## src/rtl/core/cisf_pkg.sv

```systemverilog
// shared types, constants and the case-fold helper for the substring search core
// no dependencies

package cisf_pkg;

    localparam int unsigned CFG_ADDR_W  = 6;
    localparam int unsigned CFG_DATA_W  = 64;
    localparam int unsigned LEN_W       = 7;
    localparam int unsigned CFG_LEN_W   = 6;
    localparam int unsigned PAT_WORDS   = 4;
    localparam int unsigned PAT_BYTES   = 32;
    localparam int unsigned BYTE_W      = 8;

    localparam logic [LEN_W-1:0] NO_MATCH_LEN = 7'h7F;

    typedef enum logic [2:0] {
        REG_PATTERN_LENGTH = 3'd0,
        REG_PATTERN_WORD_0 = 3'd1,
        REG_PATTERN_WORD_1 = 3'd2,
        REG_PATTERN_WORD_2 = 3'd3,
        REG_PATTERN_WORD_3 = 3'd4
    } cisf_reg_t;

    typedef struct packed {
        logic [CFG_LEN_W-1:0]                  pattern_length;
        logic [PAT_WORDS-1:0][CFG_DATA_W-1:0]  pattern_word;
    } cisf_cfg_t;

    function automatic logic [BYTE_W-1:0] fold_case(input logic [BYTE_W-1:0] c);
        logic [BYTE_W-1:0] r;
        r = c;
        if (c >= 8'h41 && c <= 8'h5A) begin
            r = c + 8'h20;
        end
        return r;
    endfunction

endpackage

```

## src/rtl/core/cisf_regs.sv

```systemverilog
// apb register file holding the pattern length and the four pattern words
// depends on cisf_pkg

module cisf_regs
    import cisf_pkg::*;
(
    input  logic                  aclk,
    input  logic                  aresetn,
    input  logic                  psel,
    input  logic                  penable,
    input  logic                  pwrite,
    input  logic [CFG_ADDR_W-1:0] paddr,
    input  logic [CFG_DATA_W-1:0] pwdata,
    output logic [CFG_DATA_W-1:0] prdata,
    output logic                  pready,
    output cisf_cfg_t             cfg
);

    cisf_cfg_t cfg_reg;
    logic      wr_en;
    logic [2:0] reg_idx;

    assign pready  = 1'b1;
    assign wr_en   = psel && penable && pwrite;
    assign reg_idx = paddr[CFG_ADDR_W-1:3];
    assign cfg     = cfg_reg;

    always_ff @(posedge aclk) begin
        if (!aresetn) begin
            cfg_reg <= '0;
        end else if (wr_en) begin
            case (reg_idx)
                REG_PATTERN_LENGTH: cfg_reg.pattern_length  <= pwdata[CFG_LEN_W-1:0];
                REG_PATTERN_WORD_0: cfg_reg.pattern_word[0] <= pwdata;
                REG_PATTERN_WORD_1: cfg_reg.pattern_word[1] <= pwdata;
                REG_PATTERN_WORD_2: cfg_reg.pattern_word[2] <= pwdata;
                REG_PATTERN_WORD_3: cfg_reg.pattern_word[3] <= pwdata;
                default: ;
            endcase
        end
    end

    always_comb begin
        case (reg_idx)
            REG_PATTERN_LENGTH: prdata = {{(CFG_DATA_W-CFG_LEN_W){1'b0}},
                                          cfg_reg.pattern_length};
            REG_PATTERN_WORD_0: prdata = cfg_reg.pattern_word[0];
            REG_PATTERN_WORD_1: prdata = cfg_reg.pattern_word[1];
            REG_PATTERN_WORD_2: prdata = cfg_reg.pattern_word[2];
            REG_PATTERN_WORD_3: prdata = cfg_reg.pattern_word[3];
            default:            prdata = '0;
        endcase
    end

endmodule

```

## src/rtl/core/cisf_cell.sv

```systemverilog
// one cell of the match chain: remembers whether pattern bytes 0..i matched
// the text ending at the previous byte; depends on cisf_pkg

module cisf_cell
    import cisf_pkg::*;
(
    input  logic              aclk,
    input  logic              aresetn,
    input  logic              step,
    input  logic              clear,
    input  logic [BYTE_W-1:0] text_byte,
    input  logic [BYTE_W-1:0] pat_byte,
    input  logic              chain_in,
    output logic              hit,
    output logic              chain_out
);

    logic partial_reg;
    logic partial_next;

    // prefix through this cell matches ending at the current byte
    assign hit = chain_in && (text_byte == pat_byte);

    always_comb begin
        partial_next = partial_reg;
        if (clear) begin
            partial_next = 1'b0;
        end else if (step) begin
            partial_next = hit;
        end
    end

    always_ff @(posedge aclk) begin
        if (!aresetn) begin
            partial_reg <= 1'b0;
        end else begin
            partial_reg <= partial_next;
        end
    end

    assign chain_out = partial_reg;

endmodule

```

## src/rtl/core/case_insensitive_substring_find_core.sv

```systemverilog
// result: registered, valid in the cycle after the last item of a string is taken
// one item per cycle unless output stalls; every byte steps all cells at once
// each cell keeps one prefix-match bit, so the compare window costs no extra cycles
// reset: aresetn synchronous active low, clears config, counters, cells and m_tvalid
// depends on cisf_pkg, cisf_regs, cisf_cell

module case_insensitive_substring_find_core
    import cisf_pkg::*;
#(
    parameter int unsigned MAX_PATTERN   = 32,
    parameter int unsigned POSITION_BITS = 16
) (
    input  logic                  aclk,
    input  logic                  aresetn,
    // apb configuration
    input  logic                  psel,
    input  logic                  penable,
    input  logic                  pwrite,
    input  logic [CFG_ADDR_W-1:0] paddr,
    input  logic [CFG_DATA_W-1:0] pwdata,
    output logic [CFG_DATA_W-1:0] prdata,
    output logic                  pready,
    // text input
    input  logic                  s_tvalid,
    output logic                  s_tready,
    input  logic [7:0]            s_tdata,   // [7:0] text_byte
    input  logic                  s_tuser,   // has_byte
    input  logic                  s_tlast,   // last
    // result output
    output logic                  m_tvalid,
    input  logic                  m_tready,
    // [0] found, [POSITION_BITS:1] match_start, next 7 bits match_length, zero fill
    output logic [((POSITION_BITS+LEN_W+1+7)/8)*8-1:0] m_tdata
);

    localparam int unsigned OUT_W = ((POSITION_BITS + LEN_W + 1 + 7) / 8) * 8;
    localparam int unsigned PAD_W = OUT_W - (POSITION_BITS + LEN_W + 1);

    cisf_cfg_t cfg;

    cisf_regs u_regs (
        .aclk    (aclk),
        .aresetn (aresetn),
        .psel    (psel),
        .penable (penable),
        .pwrite  (pwrite),
        .paddr   (paddr),
        .pwdata  (pwdata),
        .prdata  (prdata),
        .pready  (pready),
        .cfg     (cfg)
    );

    logic                     in_xfer;
    logic                     step;
    logic                     clear;
    logic [BYTE_W-1:0]        cur_byte;
    logic [LEN_W-1:0]         len_eff;
    logic [MAX_PATTERN:0]     chain;
    logic [MAX_PATTERN-1:0]   hit_vec;
    logic                     hit;

    logic [POSITION_BITS-1:0] count_reg, count_next;
    logic                     seen_reg, seen_next;
    logic [POSITION_BITS-1:0] offset_reg, offset_next;
    logic                     new_match;
    logic [POSITION_BITS-1:0] new_offset;

    logic                     out_valid_reg, out_valid_next;
    logic                     found_reg, found_next;
    logic [POSITION_BITS-1:0] start_reg, start_next;
    logic [LEN_W-1:0]         mlen_reg, mlen_next;

    assign s_tready = !out_valid_reg || m_tready;
    assign in_xfer  = s_tvalid && s_tready;
    assign step     = in_xfer && s_tuser;
    assign clear    = in_xfer && s_tlast;
    assign cur_byte = fold_case(s_tdata);

    assign len_eff = ({1'b0, cfg.pattern_length} > LEN_W'(MAX_PATTERN))
                     ? LEN_W'(MAX_PATTERN) : {1'b0, cfg.pattern_length};

    assign chain[0] = 1'b1;

    for (genvar i = 0; i < MAX_PATTERN; i++) begin : g_cell
        logic [BYTE_W-1:0] pat_byte;
        if (i < PAT_BYTES) begin : g_pat
            assign pat_byte = fold_case(cfg.pattern_word[i/8][8*(i%8) +: 8]);
        end else begin : g_zero
            // pattern positions past the registers read as zero
            assign pat_byte = '0;
        end

        logic chain_in;
        if (i == 0) begin : g_head
            assign chain_in = chain[0];
        end else begin : g_body
            assign chain_in = chain[i];
        end

        cisf_cell u_cell (
            .aclk      (aclk),
            .aresetn   (aresetn),
            .step      (step),
            .clear     (clear),
            .text_byte (cur_byte),
            .pat_byte  (pat_byte),
            .chain_in  (chain_in),
            .hit       (hit_vec[i]),
            .chain_out (chain[i+1])
        );
    end

    // pick the cell whose index is the pattern length minus one
    always_comb begin
        hit = 1'b0;
        for (int i = 0; i < MAX_PATTERN; i++) begin
            if (len_eff == LEN_W'(i + 1)) begin
                hit = hit | hit_vec[i];
            end
        end
    end

    assign new_match  = step && (len_eff != '0) && !seen_reg && (count_reg != '1) && hit;
    assign new_offset = count_reg - POSITION_BITS'(len_eff - LEN_W'(1));

    always_comb begin
        count_next  = count_reg;
        seen_next   = seen_reg;
        offset_next = offset_reg;
        if (new_match) begin
            seen_next   = 1'b1;
            offset_next = new_offset;
        end
        if (step && count_reg != '1) begin
            count_next = count_reg + POSITION_BITS'(1);
        end
        if (clear) begin
            count_next  = '0;
            seen_next   = 1'b0;
            offset_next = '0;
        end
    end

    always_comb begin
        out_valid_next = out_valid_reg;
        found_next     = found_reg;
        start_next     = start_reg;
        mlen_next      = mlen_reg;
        if (m_tready) begin
            out_valid_next = 1'b0;
        end
        if (clear) begin
            out_valid_next = 1'b1;
            if (len_eff == '0) begin
                found_next = 1'b1;
                start_next = '0;
                mlen_next  = '0;
            end else if (seen_reg || new_match) begin
                found_next = 1'b1;
                start_next = new_match ? new_offset : offset_reg;
                mlen_next  = len_eff;
            end else begin
                found_next = 1'b0;
                start_next = '0;
                mlen_next  = NO_MATCH_LEN;
            end
        end
    end

    always_ff @(posedge aclk) begin
        if (!aresetn) begin
            count_reg     <= '0;
            seen_reg      <= 1'b0;
            offset_reg    <= '0;
            out_valid_reg <= 1'b0;
        end else begin
            count_reg     <= count_next;
            seen_reg      <= seen_next;
            offset_reg    <= offset_next;
            out_valid_reg <= out_valid_next;
        end
    end

    always_ff @(posedge aclk) begin
        found_reg <= found_next;
        start_reg <= start_next;
        mlen_reg  <= mlen_next;
    end

    assign m_tvalid = out_valid_reg;
    assign m_tdata  = {{PAD_W{1'b0}}, mlen_reg, start_reg, found_reg};

endmodule

```

## config.mk

```make
export PLATFORM = sky130hd
export DESIGN_NAME = case_insensitive_substring_find_core
export DESIGN_NICKNAME = d
export VERILOG_FILES = /design/src/rtl/core/cisf_pkg.sv /design/src/rtl/core/cisf_regs.sv /design/src/rtl/core/cisf_cell.sv /design/src/rtl/core/case_insensitive_substring_find_core.sv
export SDC_FILE = /design/constraint.sdc
export NUM_CORES = 1
export LEC_CHECK = 0
export ABC_AREA = 1
export BUFFER_PORTS_ARGS = -buffer_cell sky130_fd_sc_hd__buf_2
export CORE_ASPECT_RATIO = 2
export CORE_MARGIN = 3
export CORE_UTILIZATION = 42
export CTS_CLUSTER_DIAMETER = 50
export DETAILED_ROUTE_END_ITERATION = 10
export PLACE_DENSITY_LB_ADDON = 0.12
export SLEW_MARGIN = 40
export SYNTH_ARGS = -nofsm -noshare
export SYNTH_HDL_FRONTEND = slang
export SYNTH_HIERARCHICAL = 1
export SYNTH_SLANG_ARGS = --single-unit
```

## constraint.sdc

```tcl
create_clock -name aclk -period 12.5 [get_ports aclk]
set_clock_uncertainty 0.15 [all_clocks]
set_input_delay 1.875 -clock aclk [delete_from_list [all_inputs] [get_ports aclk]]
set_output_delay 1.875 -clock aclk [all_outputs]
set_load 0.005 [all_outputs]
```

# Word level (Yosys, flattened, before mapping)
# Index checks and enable logic that the tools add are counted.
dict set report classes {
  n_addsub 36
  multipliers 0
  div_mod_pow 0
  n_lt_le_gt_ge 67
  eq_ne 69
  shift 0
  mux 72
  bitwise_logic 33
  n_reduce_logical 89
}
# operator count
set ops {}
lappend ops {{$pmux W64 S5} 1}
lappend ops {{$add A8 B6 Y8 const B} 33}
lappend ops {{$ge A8 B7 Y1 const B} 33}
lappend ops {{$le A8 B7 Y1 const B} 33}
lappend ops {{$mux W8} 33}
lappend ops {{$eq A8 B8 Y1} 32}
lappend ops {{$eq A6 B5 Y1 const B} 16}
lappend ops {{$logic_and A1 B1 Y1} 74}
lappend ops {{$eq A6 B4 Y1 const B} 8}
lappend ops {{$mux W1} 35}
lappend ops {{$or A1 B1 Y1} 31}
lappend ops {{$eq A6 B3 Y1 const B} 4}
lappend ops {{$add A16 B1 Y16 const B} 1}
lappend ops {{$mux W16} 1}
lappend ops {{$ne A16 B16 Y1 const B} 1}
lappend ops {{$sub A16 B16 Y16} 1}
lappend ops {{$eq A6 B2 Y1 const B} 2}
lappend ops {{$reduce_and A2 Y1} 5}
lappend ops {{$logic_not A7 Y1} 1}
lappend ops {{$mux W7} 1}
lappend ops {{$reduce_bool A7 Y1} 1}
lappend ops {{$sub A6 B1 Y7 const B} 1}
lappend ops {{$eq A3 B2 Y1 const B} 2}
lappend ops {{$eq A6 B1 Y1 const B} 1}
lappend ops {{11 further kinds} 15}
dict set report totals {
  regBits 351
  latchBits 0
  ramBits 0
  romBits 0
  inputBits 87
  output_inout_bits 91
  memories 0
}

# Longest topological paths before layout
# Gate-level depths: netlist of run 1.
dict set report logic_depth {
  word_depth 71
  depth_mapped 26
}

# By module
# The synthesis of run 1 kept the hierarchy.
# mod n_inst cells_per_inst area_per_inst_um2
set modules_own_cells {}
lappend modules_own_cells {cisf_regs 1 2115 12714.7}
lappend modules_own_cells {cisf_cell 32 51 242.7}
lappend modules_own_cells {case_insensitive_substring_find_core 1 1018 6289.8}

# Least setup slack after synthesis of run 1
# No wires, ideal clock.
dict set report synth_timing {
  path_kind {input port to flip-flop}
  from {input port s_tdata[7]}
  to {register start_reg[5], data pin}
  setup_time_ns 0.253
  arrival_time_ns 7.106
  slack_ns 4.990
  stages 19
  path_cell_list {nor3_1 o311ai_0 o21bai_1 nand2_1 nand2_1 nor2_1 nand4_1 nor3_1 nand4_1 nand2_1 nor2_1 nand2_1 o21ai_1 nand3_2 nand2_4 buf_2 nand2_1 nand2_1 nor2_1}
}
dict set report synth_via {
  elab_cells_between_ends 136
  classes_between {add/sub: 1; order compare: 2; eq/ne: 32; mux: 34; bitwise: 32; reduce/logical: 35}
}
# element line_no
set synth_lines {}
lappend synth_lines {{start, declared} case_insensitive_substring_find_core.sv:26} ;# input logic [7:0] s_tdata,
lappend synth_lines {{$ge A8 B7 Y1 / $le A8 B7 Y1 (equally long branches)} cisf_pkg.sv:32} ;# if (c >= 8'h41 && c <= 8'h5A) begin
lappend synth_lines {{$logic_and A1 B1 Y1} cisf_pkg.sv:32}
lappend synth_lines {{$mux W8 *} cisf_pkg.sv:32}
lappend synth_lines {{via cur_byte[7]} case_insensitive_substring_find_core.sv:57} ;# logic [BYTE_W-1:0] cur_byte;
lappend synth_lines {{$eq A8 B8 Y1 *} cisf_cell.sv:22} ;# assign hit = chain_in && (text_byte == pat_byte);
lappend synth_lines {{$logic_and A1 B1 Y1 *} cisf_cell.sv:22}
lappend synth_lines {{via hit_vec[25]} case_insensitive_substring_find_core.sv:60} ;# logic [MAX_PATTERN-1:0] hit_vec;
lappend synth_lines {{$or A1 B1 Y1 *} case_insensitive_substring_find_core.sv:119} ;# hit = hit | hit_vec[i];
lappend synth_lines {{(+9 left out)} -}
lappend synth_lines {{$or A1 B1 Y1} case_insensitive_substring_find_core.sv:119}
lappend synth_lines {{$mux W1 *} case_insensitive_substring_find_core.sv:118} ;# if (len_eff == LEN_W'(i + 1)) begin
lappend synth_lines {{$or A1 B1 Y1} case_insensitive_substring_find_core.sv:119}
lappend synth_lines {{$mux W1 *} case_insensitive_substring_find_core.sv:118}
lappend synth_lines {{$logic_and A1 B1 Y1 *} case_insensitive_substring_find_core.sv:124} ;# assign new_match = step && (len_eff != '0) && !seen_reg && (count_reg != '1) && hit;
lappend synth_lines {{$logic_or A1 B1 Y1} case_insensitive_substring_find_core.sv:159} ;# end else if (seen_reg || new_match) begin
lappend synth_lines {{$not A1 Y1 (no source line)} -}
lappend synth_lines {{$reduce_or A2 Y1 (no source line)} -}
lappend synth_lines {{end signal, assigned} case_insensitive_substring_find_core.sv:187} ;# start_reg <= start_next;
lappend synth_lines {{end, declared} case_insensitive_substring_find_core.sv:71} ;# logic [POSITION_BITS-1:0] start_reg, start_next;
# The timed path passes the listed nets; every way through them passes the cells marked *.
# A chain may end at the register's enable or synchronous reset.

# Worst setup path after layout of run 1
dict set report layout_timing {
  from {input port s_tdata[2]}
  to {register start_reg[11], data pin}
}
dict set report layout_via {
  elab_cells_between_ends 136
  classes_between {add/sub: 1; order compare: 2; eq/ne: 32; mux: 34; bitwise: 32; reduce/logical: 35}
}
# element line_no
set layout_lines {}
lappend layout_lines {{$ge A8 B7 Y1 / $le A8 B7 Y1 (equally long branches)} cisf_pkg.sv:32}
lappend layout_lines {{$logic_and A1 B1 Y1} cisf_pkg.sv:32}
lappend layout_lines {{$mux W8 *} cisf_pkg.sv:32}
lappend layout_lines {{via cur_byte[6]} case_insensitive_substring_find_core.sv:57}
lappend layout_lines {{$eq A8 B8 Y1 *} cisf_cell.sv:22}
lappend layout_lines {{$logic_and A1 B1 Y1 *} cisf_cell.sv:22}
lappend layout_lines {{via hit_vec[6]} case_insensitive_substring_find_core.sv:60}
lappend layout_lines {{$or A1 B1 Y1 *} case_insensitive_substring_find_core.sv:119}
lappend layout_lines {{(+47 left out)} -}
lappend layout_lines {{$or A1 B1 Y1} case_insensitive_substring_find_core.sv:119}
lappend layout_lines {{$mux W1 *} case_insensitive_substring_find_core.sv:118}
lappend layout_lines {{$or A1 B1 Y1} case_insensitive_substring_find_core.sv:119}
lappend layout_lines {{$mux W1 *} case_insensitive_substring_find_core.sv:118}
lappend layout_lines {{$logic_and A1 B1 Y1 *} case_insensitive_substring_find_core.sv:124}
lappend layout_lines {{$logic_or A1 B1 Y1} case_insensitive_substring_find_core.sv:159}
lappend layout_lines {{$not A1 Y1 (no source line)} -}
lappend layout_lines {{$reduce_or A2 Y1 (no source line)} -}
# Marked as above.

==> results of run 1 <==
layer usage:
metal	routed length [µm]	global-route usage, %
met2	52170	55.79
met4	7507	19.17
met1	34340	28.13
met3	3674	2.546
met5	0	0
critical path, cell delays in order:
cell	delay (ns)
sky130_fd_sc_hd__buf_2	0.45
sky130_fd_sc_hd__nor2_1	0.13
sky130_fd_sc_hd__o311ai_1	0.62
sky130_fd_sc_hd__nor2_1	0.15
sky130_fd_sc_hd__nor2_4	0.41
sky130_fd_sc_hd__buf_4	0.66
sky130_fd_sc_hd__nand2_1	0.11
sky130_fd_sc_hd__nand2_1	0.12
sky130_fd_sc_hd__nand4_1	0.09
sky130_fd_sc_hd__nor3_1	0.58
sky130_fd_sc_hd__inv_1	0.19
sky130_fd_sc_hd__nor3_1	0.22
sky130_fd_sc_hd__nor2_1	0.06
sky130_fd_sc_hd__nand2_1	0.06
sky130_fd_sc_hd__nor2_1	0.04
sky130_fd_sc_hd__nand2_1	0.05
sky130_fd_sc_hd__nand2_1	0.05
sky130_fd_sc_hd__nand3_2	0.32
sky130_fd_sc_hd__nand2_4	0.23
sky130_fd_sc_hd__nand2_2	0.19
sky130_fd_sc_hd__nand2_4	0.15
sky130_fd_sc_hd__nor2_1	0.15
final timing paths:
path / startpoint / cells after the start / end
setup / recovery: s_tdata[2] / 22 / start_reg[11]
hold / removal: count_reg[8] / 2 / count_reg[8]
setup reg to reg: u_regs/cfg[258] / 17 / start_reg[11]
hold reg to reg: count_reg[8] / 2 / count_reg[8]
per-stage QoR:
stage | area [µm²] | setup slack, ns | cells | utilization, % | hold WS [ns]
after detailed placement | 28150 | 5.091 | 5598 | 44.83 | 0.3410
after global placement | 28100 | 4.887 | 5597 | 44.75 | 0.3369
after CTS | 29580 | 5.664 | 5670 | 47.12 | 0.3529
after global routing | 29610 | 5.416 | 5672 | 47.16 | 0.3761
after floorplan | 26670 | 5.025 | 4746 | - | 0.3041
final | 29610 | 5.735 | 5672 | 47.16 | 0.3487
cell type report:
cell class                      instances  area, µm²
Inverter                              869       3269
Fill cell                            7013      33170
Tap cell                              792      991.0
Timing Repair Buffer                  208       1190
Sequential cell                       351       7267
Antenna cell                            1      2.502
Multi-Input combinational cell       3379      15460
Clock buffer                           52       1109
Clock inverter                         20      326.6
cells in the final DEF (no fill, tap or decap), types with 5 or more instances in the layout:
master / count
sky130_fd_sc_hd__dfxtp_1: 327
sky130_fd_sc_hd__edfxtp_1: 24
sky130_fd_sc_hd__ha_1: 54
sky130_fd_sc_hd__inv_1: 860
sky130_fd_sc_hd__a21oi_1: 89
sky130_fd_sc_hd__o21bai_1: 30
sky130_fd_sc_hd__xnor2_1: 70
sky130_fd_sc_hd__nand4_1: 92
sky130_fd_sc_hd__nor3_1: 108
sky130_fd_sc_hd__clkbuf_1: 8
sky130_fd_sc_hd__clkbuf_16: 42
sky130_fd_sc_hd__o21ai_0: 17
sky130_fd_sc_hd__nand3_1: 325
sky130_fd_sc_hd__buf_4: 28
sky130_fd_sc_hd__nand2_1: 1582
sky130_fd_sc_hd__inv_2: 7
sky130_fd_sc_hd__xor2_1: 11
sky130_fd_sc_hd__nor2_4: 11
sky130_fd_sc_hd__buf_2: 172
sky130_fd_sc_hd__o211ai_1: 88
sky130_fd_sc_hd__bufinv_16: 8
sky130_fd_sc_hd__nor2_1: 795
sky130_fd_sc_hd__or2_2: 34
sky130_fd_sc_hd__a21oi_2: 31
sky130_fd_sc_hd__buf_6: 5
report_power, final:
part	internal, W	switching [W]	leakage, nW
sequential	0.00115	0.0000241	2.87
clock	0.000797	0.000539	0.688
combinational	0.000109	0.000259	11.0
total	0.00206	0.000822	14.6
==> run metrics, run 1 <==
clock buffer depth 3; CTS H-Tree Depth 2; overall die area between 60000 and 70000 µm²; overall routed net length 97690 µm; CTS tree built; Detailed Place HPWL between 70000 and 80000 µm; number of standard-cell rows in the floorplan 130; buffers added on ports between 150 and 200; Final Setup Violations 0; leakage power summed over all cells between 10 and 15 nW; Yosys Warn Count 6; boundary pin count between 150 and 200; final worst path period share between 50% and 60%; Die Y between 300 and 400 µm; total setup buffers inserted after CTS 0; Core Footprint ~63000 µm²; share of post-route cells with drive strength above 1 7.584%; starting density of the core between 40% and 50%; classification of the worst setup path input pin to register; peak supply drop 0.07482 mV; data arrival time of the critical path between 7 and 8 ns; final worst path period need ~6.8 ns; length of the first detailed-routing pass in iterations 5; Hold Vio Cnt, Final 0; final layout net count approximately 5000; Worst Max-Slew Pin Slew about 0.84 ns; Mapped Cells roughly 4700; post-synthesis instance area between 20000 and 30000 µm²; via count of the routed design 28560; via count of the first global-routing pass between 20000 and 30000; relative max-transition margin between 40% and 50%; all-layer global routing usage 28.70%; critical path required time roughly 13 ns; number of max-cap violations 0; RSZ-0062 raised after global routing false; average cell area after synthesis ~5.6 µm²; total power about 0.0029 W; Post-CTS Hold Fix Bufs 0; DRC Markers 0; wire per inst between 15 and 20 µm; number of antenna violations at the first check in global routing 1; clock latency at the later pin of the worst-skew pair around 0.57 ns; outcome complete, no violations; master cell of the clock root buffer sky130_fd_sc_hd__clkbuf_16; type of element launching the critical path input pin; synthesis-to-finish area growth 11.04%; remaining global-route overflow 0; global-route wire length before repair ~150000 µm; setup slack of the most critical reg-to-reg path around 8.1 ns; vias per inst 5.035; antenna violation net count after detailed routing 0; number of flip-flops under the largest register name between 200 and 300; CTS clock-pin slew for the worst setup and hold paths 0.07 ns; final slew viol count 0; number of gates given a new drive strength after cts 0; sinks on the clock net 351; Detailed Route Iter0 Violations around 1600; routability-driven placement congestion ratio 0.9250; number of buffers added by the clock tree synthesis step just over 40; maximum number of pins on one net before global-route repair ~110; Hold/Removal Path Class register to register; Power per Cell Area approximately 100 nW/µm²; critical-path maximum fanout 48; achievable clock frequency 0.1478 GHz; kind of end point of the critical path register; die outline width approximately 180 µm; sum of negative setup slack 0 ns
Power figures use the tool's default switching activity.
==> inputs of run 2 (changes only) <==
clock period = 5.69 ns   (was 12.5 ns; I/O delays follow)
==> run metrics, run 2 (synthesis gave the netlist of run 1 again) <==
share of post-route cells with drive strength above 1 under 10%; sinks on the clock net approximately 350; outcome complete, no violations; CTS clock-pin slew for the worst setup and hold paths around 0.060 ns; buffers added on ports 173; all-layer global routing usage around 29%; synthesis-to-finish area growth 11.90%; length of the first detailed-routing pass in iterations 8; Worst Max-Slew Pin Slew 0.8716 ns; Die Y between 300 and 400 µm; final worst path period need 4.514 ns; wire per inst 17.09 µm; antenna violation net count after detailed routing 0; clock latency at the later pin of the worst-skew pair between 0.5 and 0.6 ns; relative max-transition margin a little over two fifths; Detailed Route Iter0 Violations 1525; Worst Setup Slack post-DPL roughly 0.62 ns; total setup buffers inserted after CTS 0; final layout net count around 5000; overall routed net length roughly 100000 µm; most common cell after layout, fill and taps aside sky130_fd_sc_hd__nand2_1; overall die area about 67000 µm²; die outline width 184.2 µm; number of standard-cell rows in the floorplan 130; critical path required time 5.97 ns; peak supply drop between 0.2 and 0.25 mV; number of gates given a new drive strength after cts 0; RSZ-0062 raised after global routing false; Core Footprint about 63000 µm²; CTS tree built; master cell of the clock root buffer sky130_fd_sc_hd__clkbuf_16; sum of negative setup slack 0 ns; total power around 0.0063 W; Hold Vio Cnt, Final 0; achievable clock frequency approximately 0.22 GHz; number of flip-flops under the largest register name 262; maximum number of pins on one net before global-route repair 145; final worst path period share 79.34%; kind of end point of the critical path register; classification of the worst setup path input pin to register; final setup margin between 1 and 1.5 ns; DRC Markers 0; remaining global-route overflow 0; Final Setup Violations 0; via count of the first global-routing pass 27410; via count of the routed design 28480; Hold/Removal Path Class register to register; starting density of the core a little over two fifths; Power per Cell Area 209.8 nW/µm²; type of element launching the critical path input pin; number of antenna repair diodes 0; data arrival time of the critical path about 4.8 ns; clock buffer depth 3; final slew viol count 0; Post-CTS Hold Fix Bufs 0; number of antenna violations at the first check in global routing 0; number of buffers added by the clock tree synthesis step 41; number of max-cap violations 0; vias per inst between 5 and 6; leakage power summed over all cells around 15 nW; highest-count cells in the layout ignoring fill and taps sky130_fd_sc_hd__nand2_1 (1582), sky130_fd_sc_hd__inv_1 (860), sky130_fd_sc_hd__nor2_1 (795), sky130_fd_sc_hd__dfxtp_1 (327), sky130_fd_sc_hd__nand3_1 (325); Detailed Place HPWL 70730 µm; global-route wire length before repair 149700 µm; critical-path maximum fanout 18; routability-driven placement congestion ratio between 0.9 and 1; CTS H-Tree Depth 2; boundary pin count between 150 and 200
[run 2: changes by cell type in the layout (fill, tap and decap cells not counted), moves of 2 or more]
cell / previous run / this run
sky130_fd_sc_hd__buf_12: 1 / 11
sky130_fd_sc_hd__buf_4: 28 / 36
sky130_fd_sc_hd__bufinv_16: 8 / 5
sky130_fd_sc_hd__clkbuf_1: 8 / 5
sky130_fd_sc_hd__clkbuf_8: 2 / 8
sky130_fd_sc_hd__clkinv_4: 1 / 3
sky130_fd_sc_hd__clkinvlp_4: 4 / 2
sky130_fd_sc_hd__inv_6: 2 / 6
sky130_fd_sc_hd__o311ai_0: 4 / 6
sky130_fd_sc_hd__o311ai_1: 2 / 0
[run 2: area by class of cell]
type                       count  area [µm²]
fill                        6866       32940
multi-input combinational   3379       15450
tap                          792       991.0
clock inverter                20       272.8
inverter                     869        3267
timing repair buffer         225        1439
clock buffer                  54        1155
sequential                   351        7267
[run 2: layer usage]
| metal | share of wire, % | wire length (µm) | up-vias | track usage (%) |
|---|---|---|---|---|
| met5 | 0 | 0 | - | 0 |
| met4 | 8.9 | 8661 | 0 | 21.19 |
| met3 | 3.5 | 3379 | 314 | 2.736 |
| met2 | 53 | 51150 | 705 | 54.89 |
| met1 | 35 | 34060 | 12780 | 27.69 |
| li1 | - | - | 14680 | - |
[run 2: metrics by stage]
step           area [µm²]  hold WS [ns]  utilization (%)  std cells
3_3_place_gp        28370        0.3270            45.19       5615
4_1_cts             29830        0.3421            47.52       5690
2_1_floorplan       26680        0.3041                -       4746
6_report            29840        0.3418            47.53       5690
3_5_place_dp        28410        0.3301            45.25       5616
5_1_grt             29840        0.3672            47.53       5690
[run 2: final timing paths]
| path | from | to | slack [ns] | depth (start not counted) |
|---|---|---|---|---|
| max | s_tdata[0] | start_reg[9] | 1.18 | 24 |
| min | count_reg[15] | count_reg[15] | 0.34 | 2 |
| max reg2reg | u_regs/cfg[261] | start_reg[10] | 1.36 | 16 |
| min reg2reg | count_reg[15] | count_reg[15] | 0.34 | 2 |
[run 2: power by group]
part	switching [W]	internal (W)	leakage (nW)
registers	0.0000549	0.00253	2.87
clock network	0.00119	0.00168	0.698
logic	0.000563	0.000252	11.1
[run 2: worst max-delay path, stage by stage]
cell and delay [ns]:
sky130_fd_sc_hd__buf_2 0.37, sky130_fd_sc_hd__nor2_1 0.07, sky130_fd_sc_hd__o311ai_0 0.28, sky130_fd_sc_hd__buf_4 0.20, sky130_fd_sc_hd__nand2_2 0.19, sky130_fd_sc_hd__buf_12 0.24
sky130_fd_sc_hd__buf_4 0.18, sky130_fd_sc_hd__nand2_1 0.09, sky130_fd_sc_hd__nand2_1 0.06, sky130_fd_sc_hd__nor2_1 0.09, sky130_fd_sc_hd__nand4_1 0.08, sky130_fd_sc_hd__nor3_1 0.48
sky130_fd_sc_hd__inv_1 0.12, sky130_fd_sc_hd__nor2_1 0.13, sky130_fd_sc_hd__nor2_1 0.06, sky130_fd_sc_hd__nand2_1 0.07, sky130_fd_sc_hd__nor2_1 0.04, sky130_fd_sc_hd__nand2_1 0.05
sky130_fd_sc_hd__nand2_1 0.05, sky130_fd_sc_hd__nand3_2 0.32, sky130_fd_sc_hd__nand2_4 0.23, sky130_fd_sc_hd__nand2_2 0.19, sky130_fd_sc_hd__nand2_4 0.15, sky130_fd_sc_hd__nor2_1 0.15
==> inputs of run 3 (changes only) <==
ABC_AREA = 0   (was 1)
clock period = 3.8 ns   (was 5.69 ns; I/O delays follow)
==> run metrics, run 3 <==
final layout net count 2908; peak supply drop 0.3521 mV; antenna violation net count after detailed routing 0; wire per inst between 20 and 25 µm; boundary pin count ~180; number of buffers added by the clock tree synthesis step 40; RSZ-0062 raised after global routing true; Hold/Removal Path Class input pin to register; critical path required time 4.09 ns; Die Y 329.2 µm; number of antenna violations at the first check in global routing 0; leakage power summed over all cells 11.08 nW; final slew viol count 0; number of flip-flops under the largest register name ~260; net count after synthesis about 2600; overall routed net length ~83000 µm; sinks on the clock net around 350; type of element launching the critical path input pin; overall die area about 55000 µm²; Final Setup Violations 24; relative max-transition margin approximately two fifths; Yosys Warn Count 6; final worst path period share 102.0%; kind of end point of the critical path register; CTS clock-pin slew for the worst setup and hold paths approximately 0.07 ns; Worst Max-Slew Pin Slew ~0.90 ns; via count of the first global-routing pass roughly 21000; Hold Vio Cnt, Final 0; number of antenna repair diodes 0; all-layer global routing usage between 20 and 30%; final worst path period need 3.876 ns; highest-count cells in the layout ignoring fill and taps sky130_fd_sc_hd__nand2_1 (399), sky130_fd_sc_hd__mux2i_1 (334), sky130_fd_sc_hd__dfxtp_1 (325), sky130_fd_sc_hd__buf_4 (215), sky130_fd_sc_hd__buf_2 (169); Mapped Cells between 2000 and 2500; CTS tree built; master cell of the clock root buffer sky130_fd_sc_hd__clkbuf_16; Power per Cell Area 326.2 nW/µm²; synthesis-to-finish area growth 23.75%; die outline width between 150 and 200 µm; clock buffer depth 3; average cell area after synthesis 9.101 µm²; routability-driven placement congestion ratio 0.8800; length of the first detailed-routing pass in iterations 5; achievable clock frequency around 0.26 GHz; vias per inst approximately 6.0; cell count after placement 3344; number of standard-cell rows in the floorplan about 120; violated checks setup timing; outcome finished, violations left; data arrival time of the critical path roughly 4.2 ns; Detailed Route Iter0 Violations between 1000 and 1500; Hold Worst Slack roughly 0.18 ns; remaining global-route overflow 0; buffers added on ports 173; Detailed Place HPWL 58320 µm; final setup margin -0.07563 ns; global-route wire length before repair between 100000 and 150000 µm; clock latency at the later pin of the worst-skew pair 0.57 ns; DRC Markers 0; starting density of the core between 40% and 50%; maximum number of pins on one net before global-route repair between 90 and 100; most common cell after layout, fill and taps aside sky130_fd_sc_hd__nand2_1; non-filler cells, final 3450; post-synthesis instance area approximately 22000 µm²; Core Footprint just over 50000 µm²; classification of the worst setup path input pin to register; via count of the routed design 20700; share of post-route cells with drive strength above 1 a little under a quarter; CTS H-Tree Depth 2; number of max-cap violations 0; Post-CTS Hold Fix Bufs 0; critical-path maximum fanout 6
[run 3: worst max-delay path: stages]
cell,delay (ns)
sky130_fd_sc_hd__buf_6,0.09
sky130_fd_sc_hd__or4_4,0.53
sky130_fd_sc_hd__o22ai_4,0.21
sky130_fd_sc_hd__o41a_4,0.32
sky130_fd_sc_hd__buf_12,0.15
sky130_fd_sc_hd__buf_6,0.10
sky130_fd_sc_hd__xnor2_2,0.10
sky130_fd_sc_hd__nand4_1,0.22
sky130_fd_sc_hd__nor4_4,0.38
sky130_fd_sc_hd__buf_4,0.18
sky130_fd_sc_hd__a22oi_2,0.06
sky130_fd_sc_hd__o22ai_1,0.18
sky130_fd_sc_hd__a31oi_1,0.08
sky130_fd_sc_hd__o21ai_2,0.16
sky130_fd_sc_hd__buf_6,0.18
sky130_fd_sc_hd__nand2_4,0.10
sky130_fd_sc_hd__nor3_4,0.22
sky130_fd_sc_hd__buf_6,0.15
sky130_fd_sc_hd__a22o_1,0.14
[run 3: timing repair]
item | in CTS | in global routing
cloned | 2 | 2
buffers inserted | 26 | 6
gates resized for setup | 67 | 50
pin swaps | 40 | 40
setup endpoints to repair | 41 | 41
[run 3: per-stage QoR]
stage | power [W] | setup TNS [ns] | utilization (%) | cell area [µm²] | setup slack, ns
after floorplan | 0.004336 | -0.07648 | - | 21990 | -0.03177
after global placement | 0.004710 | -37.61 | 48.50 | 24850 | -1.028
after detailed placement | 0.004719 | -38.74 | 48.51 | 24850 | -1.055
after CTS | 0.008909 | 0 | 52.38 | 26840 | 0.001313
after global routing | 0.009106 | -3.232 | 52.98 | 27140 | -0.1617
final | 0.008855 | -1.102 | 52.98 | 27140 | -0.07563
[run 3: final timing paths]
kind / start / end / slack [ns] / depth (start not counted)
worst max register to register: u_regs/cfg[83] / offset_reg[10] / -0.01 / 17
worst min-delay path: pwdata[48] / u_regs/cfg[240] / 0.18 / 3
worst min register to register: offset_reg[13] / offset_reg[13] / 0.34 / 2
worst max-delay path: s_tdata[1] / start_reg[7] / -0.08 / 19
[run 3: per-layer routing]
| layer | up-vias | routed length (µm) | global-route usage, % |
|---|---|---|---|
| met1 | 10130 | 29850 | 29.64 |
| li1 | 9578 | - | - |
| met5 | - | 0 | 0 |
| met3 | 266 | 3205 | 2.942 |
| met2 | 728 | 44090 | 55.21 |
| met4 | 0 | 5721 | 17.34 |
[run 3: report_power, final]
group / internal (W) / switching, W / leakage, nW
logic: 0.000341 / 0.000588 / 7.54
registers: 0.00375 / 0.0000295 / 2.87
clock network: 0.00242 / 0.00173 / 0.671
total: 0.00651 / 0.00235 / 11.1
[run 3: area by class of cell]
class                   count  area, µm²
fillers                  4775      24090
multi-input cells        1903      14410
flip-flops and latches    351       7269
repair buffers            424       3092
clock buffers              48       1092
well taps                 654      818.3
clock inverters            24      286.5
inverters                  46      175.2
